## config.mk

```make
export PLATFORM = sky130hd
export DESIGN_NAME = smbus_master_transfer_sequencer
export DESIGN_NICKNAME = d
export VERILOG_FILES = /design/src/rtl/smbseq_pkg.sv /design/src/rtl/smbseq_step.sv /design/src/rtl/smbus_master_transfer_sequencer.sv
export SDC_FILE = /design/constraint.sdc
export NUM_CORES = 1
export LEC_CHECK = 0
export BUFFER_PORTS_ARGS = -buffer_cell sky130_fd_sc_hd__buf_2
export CAP_MARGIN = 5
export CELL_PAD_IN_SITES_DETAIL_PLACEMENT = 1
export CELL_PAD_IN_SITES_GLOBAL_PLACEMENT = 2
export CORE_ASPECT_RATIO = 0.7
export CORE_MARGIN = 2
export CORE_UTILIZATION = 30
export DETAILED_ROUTE_END_ITERATION = 7
export GPL_ROUTABILITY_DRIVEN = 0
export PLACE_DENSITY = 0.66
export SLEW_MARGIN = 10
export SYNTH_ARGS = -nofsm -noshare
export SYNTH_HDL_FRONTEND = slang
export SYNTH_SLANG_ARGS = --single-unit
```

## constraint.sdc

```tcl
create_clock -name clk -period 5.7 [get_ports clk]
set_clock_uncertainty 0.05 [all_clocks]
set_input_delay 1.14 -clock clk [delete_from_list [all_inputs] [get_ports clk]]
set_output_delay 1.14 -clock clk [all_outputs]
set_load 0.01 [all_outputs]
```

## src/rtl/smbseq_pkg.sv

```systemverilog
// Shared types and codes for the SMBus master transfer sequencer.
// No dependencies; imported by smbseq_step and smbus_master_transfer_sequencer.
package smbseq_pkg;

  // Input transaction commands.
  localparam logic [1:0] CMD_LOAD       = 2'd0;
  localparam logic [1:0] CMD_START_WR   = 2'd1;
  localparam logic [1:0] CMD_START_RD   = 2'd2;
  localparam logic [1:0] CMD_STATUS     = 2'd3;

  // Bus controller status codes.
  localparam logic [7:0] ST_START       = 8'h08;
  localparam logic [7:0] ST_RESTART     = 8'h10;
  localparam logic [7:0] ST_MT_ADDR_ACK = 8'h18;
  localparam logic [7:0] ST_MT_DATA_ACK = 8'h28;
  localparam logic [7:0] ST_MR_ADDR_ACK = 8'h40;
  localparam logic [7:0] ST_MR_DATA_ACK = 8'h50;

  // Transfer modes.
  localparam logic [7:0] MODE_CTRL_LOW  = 8'h00;
  localparam logic [7:0] MODE_CTRL_HIGH = 8'h40;
  localparam logic [7:0] MODE_WR_RD     = 8'h01;

  // Start flag actions.
  localparam logic [1:0] STA_LEAVE      = 2'd0;
  localparam logic [1:0] STA_REQUEST    = 2'd1;
  localparam logic [1:0] STA_CLEAR      = 2'd2;

  // Configuration register indexes.
  localparam logic [1:0] CFG_SLAVE_ADDR = 2'd0;
  localparam logic [1:0] CFG_MODE       = 2'd1;
  localparam logic [1:0] CFG_LENGTH     = 2'd2;

  // Largest byte count of a direct read.
  localparam int READ_LIMIT = 8;

  typedef struct packed {
    logic       load_tx;
    logic [7:0] tx_byte;
    logic [1:0] start_control;
    logic       stop_request;
    logic       ack_off;
    logic       read_valid;
    logic [7:0] read_byte;
    logic [2:0] read_index;
    logic       busy_res;
    logic       fault;
  } result_t;

endpackage

```

## src/rtl/smbseq_step.sv

```systemverilog
// Next-state and result decode for one sequencer transaction.
// Depends on smbseq_pkg; instantiated by smbus_master_transfer_sequencer.
module smbseq_step #(
  parameter int BUFFER_DEPTH    = 8,
  parameter int READ_BACK_COUNT = 3,
  parameter int PW              = 4,
  parameter int RW              = 4
) (
  input  logic [1:0]          cmd,
  input  logic [7:0]          status_code,
  input  logic [7:0]          data_byte,
  input  logic [6:0]          slave_address,
  input  logic [7:0]          transfer_mode,
  input  logic [3:0]          transfer_length,
  input  logic                busy,
  input  logic [7:0]          address_byte,
  input  logic [PW-1:0]       send_pointer,
  input  logic [RW-1:0]       remaining_count,
  input  logic [2:0]          read_pointer,
  input  logic [7:0]          buffer_data,
  output smbseq_pkg::result_t res,
  output logic                busy_next,
  output logic [7:0]          address_byte_next,
  output logic [PW-1:0]       send_pointer_next,
  output logic [RW-1:0]       remaining_count_next,
  output logic [2:0]          read_pointer_next
);
  import smbseq_pkg::*;

  logic          prefix_mode;
  logic          have_left;
  logic [PW-1:0] sp_step;

  assign prefix_mode = (transfer_mode == MODE_CTRL_LOW) || (transfer_mode == MODE_CTRL_HIGH);
  assign have_left   = (remaining_count != '0);
  // The send pointer saturates one past the buffer end, where it reads as zero.
  assign sp_step     = (32'(send_pointer) < BUFFER_DEPTH) ? send_pointer + PW'(1) : send_pointer;

  always_comb begin
    res                  = '0;
    busy_next            = busy;
    address_byte_next    = address_byte;
    send_pointer_next    = send_pointer;
    remaining_count_next = remaining_count;
    read_pointer_next    = read_pointer;
    unique case (cmd)
      CMD_LOAD: begin
      end
      CMD_START_WR, CMD_START_RD: begin
        if (busy) begin
          res.fault = 1'b1;
        end else begin
          busy_next         = 1'b1;
          send_pointer_next = '0;
          read_pointer_next = '0;
          res.start_control = STA_REQUEST;
          if (cmd == CMD_START_WR) begin
            address_byte_next    = {slave_address, 1'b0};
            remaining_count_next = (32'(transfer_length) > BUFFER_DEPTH) ?
                                   RW'(BUFFER_DEPTH) : RW'(transfer_length);
          end else begin
            address_byte_next    = {slave_address, 1'b1};
            remaining_count_next = (32'(transfer_length) > READ_LIMIT) ?
                                   RW'(READ_LIMIT) : RW'(transfer_length);
          end
        end
      end
      CMD_STATUS: begin
        unique case (status_code)
          ST_START, ST_RESTART: begin
            res.load_tx = 1'b1;
            res.tx_byte = address_byte;
          end
          ST_MT_ADDR_ACK: begin
            res.start_control = STA_CLEAR;
            res.load_tx       = 1'b1;
            if (prefix_mode) begin
              res.tx_byte = transfer_mode;
            end else begin
              res.tx_byte = buffer_data;
              if (have_left) begin
                send_pointer_next    = sp_step;
                remaining_count_next = remaining_count - RW'(1);
              end
            end
          end
          ST_MT_DATA_ACK: begin
            if (transfer_mode == MODE_WR_RD) begin
              address_byte_next    = address_byte | 8'h01;
              remaining_count_next = RW'(READ_BACK_COUNT);
              read_pointer_next    = '0;
              res.start_control    = STA_REQUEST;
            end else if (have_left) begin
              res.load_tx          = 1'b1;
              res.tx_byte          = buffer_data;
              send_pointer_next    = sp_step;
              remaining_count_next = remaining_count - RW'(1);
            end else begin
              res.stop_request = 1'b1;
              busy_next        = 1'b0;
            end
          end
          ST_MR_ADDR_ACK: begin
            res.start_control = STA_CLEAR;
          end
          ST_MR_DATA_ACK: begin
            if (have_left) begin
              res.read_valid       = 1'b1;
              res.read_byte        = data_byte;
              res.read_index       = read_pointer;
              read_pointer_next    = read_pointer + 3'd1;
              remaining_count_next = remaining_count - RW'(1);
            end else begin
              res.ack_off = 1'b1;
            end
          end
          default: begin
            res.stop_request = 1'b1;
            res.fault        = 1'b1;
            busy_next        = 1'b0;
          end
        endcase
      end
      default: begin
      end
    endcase
    res.busy_res = busy_next;
  end

endmodule

```

## src/rtl/smbus_master_transfer_sequencer.sv

```systemverilog
// SMBus master transfer sequencer top level: input stage, sequencer state,
// write buffer and result register. Depends on smbseq_pkg and smbseq_step.
//
// Usage: configuration is written through cfg_write, cfg_index and cfg_data
// (slave address, transfer mode, transfer length) while the block is idle.
// Each input transaction is a load, a start or a bus status event, taken when
// in_valid and in_ready are both high. Every input transaction yields exactly
// one result transaction on the output channel, in order, taken when
// out_valid and out_ready are both high.
// A transaction is captured in the input register, decoded in one pass of
// short logic against the sequencer state and written to the result
// register; out_valid rises when the result register takes it. One transaction
// per cycle is sustained while out_ready stays high.
// When the receiver stalls, the result register holds its transaction and
// the input register holds the next one; in_ready falls only when both are
// full. Reset clears the configuration, the sequencer state and both valid
// flags. The write buffer is not cleared; a slot must be loaded before it is
// sent.
module smbus_master_transfer_sequencer #(
  parameter int BUFFER_DEPTH    = 8,
  parameter int READ_BACK_COUNT = 3
) (
  input  logic       clk,
  input  logic       rst,
  input  logic       cfg_write,
  input  logic [1:0] cfg_index,
  input  logic [7:0] cfg_data,
  input  logic       in_valid,
  output logic       in_ready,
  input  logic [1:0] cmd,
  input  logic [2:0] buffer_index,
  input  logic [7:0] status_code,
  input  logic [7:0] data_byte,
  output logic       out_valid,
  input  logic       out_ready,
  output logic       load_tx,
  output logic [7:0] tx_byte,
  output logic [1:0] start_control,
  output logic       stop_request,
  output logic       ack_off,
  output logic       read_valid,
  output logic [7:0] read_byte,
  output logic [2:0] read_index,
  output logic       busy_res,
  output logic       fault
);
  import smbseq_pkg::*;

  localparam int IW   = (BUFFER_DEPTH > 1) ? $clog2(BUFFER_DEPTH) : 1;
  localparam int PW   = $clog2(BUFFER_DEPTH + 1);
  localparam int RMAX = (BUFFER_DEPTH > READ_LIMIT) ? BUFFER_DEPTH : READ_LIMIT;
  localparam int RW   = $clog2(RMAX + 1);

  logic [6:0]    slave_address;
  logic [7:0]    transfer_mode;
  logic [3:0]    transfer_length;

  logic          busy;
  logic [7:0]    address_byte;
  logic [PW-1:0] send_pointer;
  logic [RW-1:0] remaining_count;
  logic [2:0]    read_pointer;
  logic [7:0]    write_buffer [BUFFER_DEPTH];

  logic          s1_valid;
  logic [1:0]    s1_cmd;
  logic [2:0]    s1_bidx;
  logic [7:0]    s1_status;
  logic [7:0]    s1_data;

  result_t       result;
  result_t       res;
  logic          advance;
  logic [7:0]    buffer_data;

  logic          busy_next;
  logic [7:0]    address_byte_next;
  logic [PW-1:0] send_pointer_next;
  logic [RW-1:0] remaining_count_next;
  logic [2:0]    read_pointer_next;

  assign advance  = s1_valid && (!out_valid || out_ready);
  assign in_ready = !s1_valid || advance;

  always_ff @(posedge clk) begin
    if (rst) begin
      slave_address   <= '0;
      transfer_mode   <= '0;
      transfer_length <= '0;
    end else if (cfg_write) begin
      unique case (cfg_index)
        CFG_SLAVE_ADDR: slave_address   <= cfg_data[6:0];
        CFG_MODE:       transfer_mode   <= cfg_data;
        CFG_LENGTH:     transfer_length <= cfg_data[3:0];
        default: begin
        end
      endcase
    end
  end

  always_ff @(posedge clk) begin
    if (rst) begin
      s1_valid <= 1'b0;
    end else if (in_ready) begin
      s1_valid <= in_valid;
    end
  end

  always_ff @(posedge clk) begin
    if (in_valid && in_ready) begin
      s1_cmd    <= cmd;
      s1_bidx   <= buffer_index;
      s1_status <= status_code;
      s1_data   <= data_byte;
    end
  end

  assign buffer_data = (32'(send_pointer) < BUFFER_DEPTH) ?
                       write_buffer[send_pointer[IW-1:0]] : 8'h00;

  always_ff @(posedge clk) begin
    if (advance && (s1_cmd == CMD_LOAD) && (32'(s1_bidx) < BUFFER_DEPTH)) begin
      write_buffer[IW'(s1_bidx)] <= s1_data;
    end
  end

  smbseq_step #(
    .BUFFER_DEPTH   (BUFFER_DEPTH),
    .READ_BACK_COUNT(READ_BACK_COUNT),
    .PW             (PW),
    .RW             (RW)
  ) u_step (
    .cmd                 (s1_cmd),
    .status_code         (s1_status),
    .data_byte           (s1_data),
    .slave_address       (slave_address),
    .transfer_mode       (transfer_mode),
    .transfer_length     (transfer_length),
    .busy                (busy),
    .address_byte        (address_byte),
    .send_pointer        (send_pointer),
    .remaining_count     (remaining_count),
    .read_pointer        (read_pointer),
    .buffer_data         (buffer_data),
    .res                 (res),
    .busy_next           (busy_next),
    .address_byte_next   (address_byte_next),
    .send_pointer_next   (send_pointer_next),
    .remaining_count_next(remaining_count_next),
    .read_pointer_next   (read_pointer_next)
  );

  always_ff @(posedge clk) begin
    if (rst) begin
      busy            <= 1'b0;
      address_byte    <= '0;
      send_pointer    <= '0;
      remaining_count <= '0;
      read_pointer    <= '0;
    end else if (advance) begin
      busy            <= busy_next;
      address_byte    <= address_byte_next;
      send_pointer    <= send_pointer_next;
      remaining_count <= remaining_count_next;
      read_pointer    <= read_pointer_next;
    end
  end

  always_ff @(posedge clk) begin
    if (rst) begin
      out_valid <= 1'b0;
    end else if (advance) begin
      out_valid <= 1'b1;
    end else if (out_ready) begin
      out_valid <= 1'b0;
    end
  end

  always_ff @(posedge clk) begin
    if (advance) begin
      result <= res;
    end
  end

  assign load_tx       = result.load_tx;
  assign tx_byte       = result.tx_byte;
  assign start_control = result.start_control;
  assign stop_request  = result.stop_request;
  assign ack_off       = result.ack_off;
  assign read_valid    = result.read_valid;
  assign read_byte     = result.read_byte;
  assign read_index    = result.read_index;
  assign busy_res      = result.busy_res;
  assign fault         = result.fault;

  // A refused start never requests START.
  assert property (@(posedge clk) disable iff (rst)
    out_valid |-> !(fault && (start_control == STA_REQUEST)))
    else $error("refused start requested START");

  // A STOP always leaves the bus free.
  assert property (@(posedge clk) disable iff (rst)
    (out_valid && stop_request) |-> !busy_res)
    else $error("STOP reported with busy still set");

  // The send pointer never runs more than one past the buffer end.
  assert property (@(posedge clk) disable iff (rst)
    32'(send_pointer) <= BUFFER_DEPTH)
    else $error("send pointer beyond buffer end");

  // The input stage is refused only while both stages hold a transaction and the receiver stalls.
  assert property (@(posedge clk) disable iff (rst)
    !in_ready |-> (s1_valid && out_valid && !out_ready))
    else $error("input refused without a stall");

endmodule
```

==> impl_metrics.yaml <==
detailed_routing:
  wl_per_cell_um: 18.7
  totalWireLength_mm: 15.0
  drc: 0
  num_vias: 3837
  dr.pass1.iters: 4
  drt_iter0_drc: 268
  via_per_inst: 4.80
  antenna_left: 0
grt:
  grt_pass1_vias: 3982
  grt_start_max_net_pins: 41
  antenna_found_initial: 0
  overflow: 0
  grt_pass1_wl_mm: 23.1
  grt.total_usage: 0.143
logic_synthesis:
  synth_edf_count: 112
  netlist_instances: 450
  yosys.cell_types.count: 56
  synth_compound_area_frac: 0.0590
  ys_warn_count: 0
  ys_seq_area_frac: 0.669
  async_flop_share: 0
  syn_avg_cell_area_sq_um: 14.1
  synth_mux_area_frac: 0.109
  synth_top_family_by_area: "simple AND/OR/NAND/NOR gates"
  synth_fa_ha_area_frac: 0.0118
  synth_top_area_frac: 0.530
  synth_simple_gate_area_share: 0.125
  ys.flop_type: "edfxtp_1"
  ys_seq_elements: 156
  synth_area_leader_cell: "edfxtp_1"
  synth_xor_area_frac: 0.00414
  synth.area.top_cells: "edfxtp_1, dfxtp_1, mux4_2"
  synth_fp_nets: 492
  syn_area_sq_um: 6340
clocking:
  cts_tree: "yes"
  cts.reportedPaths.clkPinSlew_ns: 0.06
  worstSkewPairLatency_ns: 0.43
  cts_buffer_depth: 2
  cts_resized: 0
  cts_buffers: 17
  cts_htree_levels: 4
  ctsHoldBuffers: 0
  cts_root_buf: "clkbuf_16"
  cts_sinks: 156
  post-cts-setup-buffers: 0
pwr:
  p_seq_frac: 0.509
  peakVddDrop_v: 0.000220
  power.density_nw_per_um2: 332
  p_comb_frac: 0.044
  p_leak_nw: 2.62
  switching_share: 0.219
  clkPwrFrac: 0.447
  p_sw_w: 0.000546
  p_int_w: 0.00195
layout:
  stdcell_area_sq_um: 7510
  n_antenna_cell: 0
  fillers: 2174
  nets: 553
  drive_gt1_frac: 0.235
  area_growth_pct: 18.4
sta:
  tns_ns: 0
  rsz0062_at_grt: "false"
  slew_headroom: 0.294
  clock.fmax_mhz: 304
  setup_viol_count_final: 0
  period_share: 0.576
  worst_pin_slew_ns: 1.05
  slew_viol_final: 0
  period_minus_slack_ns: 3.28
  finalHoldViolCount: 0
critical_path:
  arrival_ns: 3.52
  r2r_setup_slack_ns: 2.42
  setup.worst_path.end_class: "flop"
  cp_max_fo: 16
  worstSetupPathType: "flop to flop"
  critPathLaunchType: "flop"
  required_ns: 5.94
min_path:
  hold_path.class: "flop to flop"
die:
  die_area_sq_um: 22300
  die_h_um: 126
  start_util: 0.305
  core-area_sq_um: 20800
  core.rowCount: 44
  die_x_um: 178
  ios: 65
placement:
  portBuffers: 64
  dp_hpwl_mm: 10.8
  dpl-instance-area_sq_um: 6920
outcome:
  outcome: "finished, final reports clean"
flow_run:
  maxCapViolCount: 0
==> layout make-up <==
| cell class | instances | area, sq um | area share |
|---|---|---|---|
| sequential | 156 | 4250 | 0.566 |
| clock buffer | 25 | 541 | 0.0720 |
| clock inverter | 7 | 48.8 | 0.00650 |
| timing repair buffer | 66 | 335 | 0.0447 |
| multi-input combinational | 262 | 1960 | 0.261 |
| inverter | 8 | 30.0 | 0.00400 |
| tap | 276 | 345 | 0.0460 |
==> synth_stat cells (all sizes together), types with 10 or more instances <==
cell type    n
and2        13
nor2        45
mux2i       33
nand2       31
dfxtp       44
edfxtp     112
buf         14
clkbuf      10
a21oi       18
mux4        16
nand3       12
o21ai       12
==> per-layer routing <==
| layer | vias up | part of all wire | GRT usage |
|---|---|---|---|
| li1 | 1798 | - | - |
| met5 | - | 0 | 0 |
| met1 | 1952 | 0.52 | 0.210 |
| met4 | 0 | 0.013 | 0.0429 |
| met2 | 72 | 0.41 | 0.198 |
| met3 | 15 | 0.053 | 0.0474 |
==> cells in the final DEF (no fill, tap or decap), types with 2 or more instances in the layout <==
cell and n:
nor4_1 3, a21oi_1 17, nand4bb_1 2, nand2_1 31, and2_1 13, buf_4 2
clkinv_2 2, o21ai_0 11, nand2b_1 9, o21a_1 3, or4_4 2, mux4_2 16
nor3_1 7, a22o_1 2, mux2i_1 33, clkinv_4 2, nand3_1 12, xnor2_1 2
nor2_1 45, dfxtp_1 43, o31ai_1 2, nand3b_1 6, edfxtp_1 112, inv_1 8
nor2b_1 4, inv_4 2, ha_1 6, buf_2 64, or4_1 2, nor3b_1 6
clkbuf_1 4, nor4_2 2, clkbuf_16 21
==> worst max-delay path: stages, from the launching register on <==
cell and delay (ns):
edfxtp_1 0.37, ha_1 0.64, inv_1 0.47, or4_4 0.65, nor2_1 0.72, and2_1 0.24
==> power groups by stage <==
stage	clock [W]	combinational, W	sequential [W]
6_report	0.00112	0.000109	0.00127
5_1_grt	0.00120	0.000121	0.00127
4_1_cts	0.00115	0.000111	0.00127
3_5_place_dp	0	0.000110	0.00129
3_3_place_gp	0	0.000107	0.00129
2_1_floorplan	0	0.0000678	0.00128
==> through the flow <==
stage               instances  setup slack, ns  power, W  hold slack (ns)  utilization
floorplan                 450             2.40   0.00135            0.382            -
global placement          768             2.20   0.00140            0.400        0.333
detailed placement        768             2.12   0.00140            0.403        0.333
CTS                       800             2.35   0.00253            0.412        0.362
global route              800             2.15   0.00259            0.435        0.362
finish                    800             2.42   0.00249            0.414        0.362
==> sequential cells by signal, summed over array words and instances (netlist names), 4 cells and up, named ones only <==
register / flops
address_byte: 8
read_byte: 8
remaining_count: 4
s1_data: 8
s1_status: 8
send_pointer: 4
slave_address: 7
transfer_length: 4
transfer_mode: 8
tx_byte: 8
write_buffer: 64
==> kinds of logic after synthesis <==
group | count (synthesis)
multiplexers | 49
flip-flops | 156
AND/OR/NAND/NOR | 151
buffers and inverters | 32
XOR/XNOR | 3
AO/OA/AOI/OAI | 53
adder cells (fa/ha/maj) | 6
==> path summary, 6_finish.rpt <==
path | from | endpoint | cells after the start
setup reg to reg | s1_cmd[0] | read_byte[6] | 5
hold reg to reg | address_byte[1] | address_byte[1] | 2
setup / recovery | s1_cmd[0] | read_byte[6] | 5
hold / removal | address_byte[1] | address_byte[1] | 2
Power figures use the tool's default switching activity.
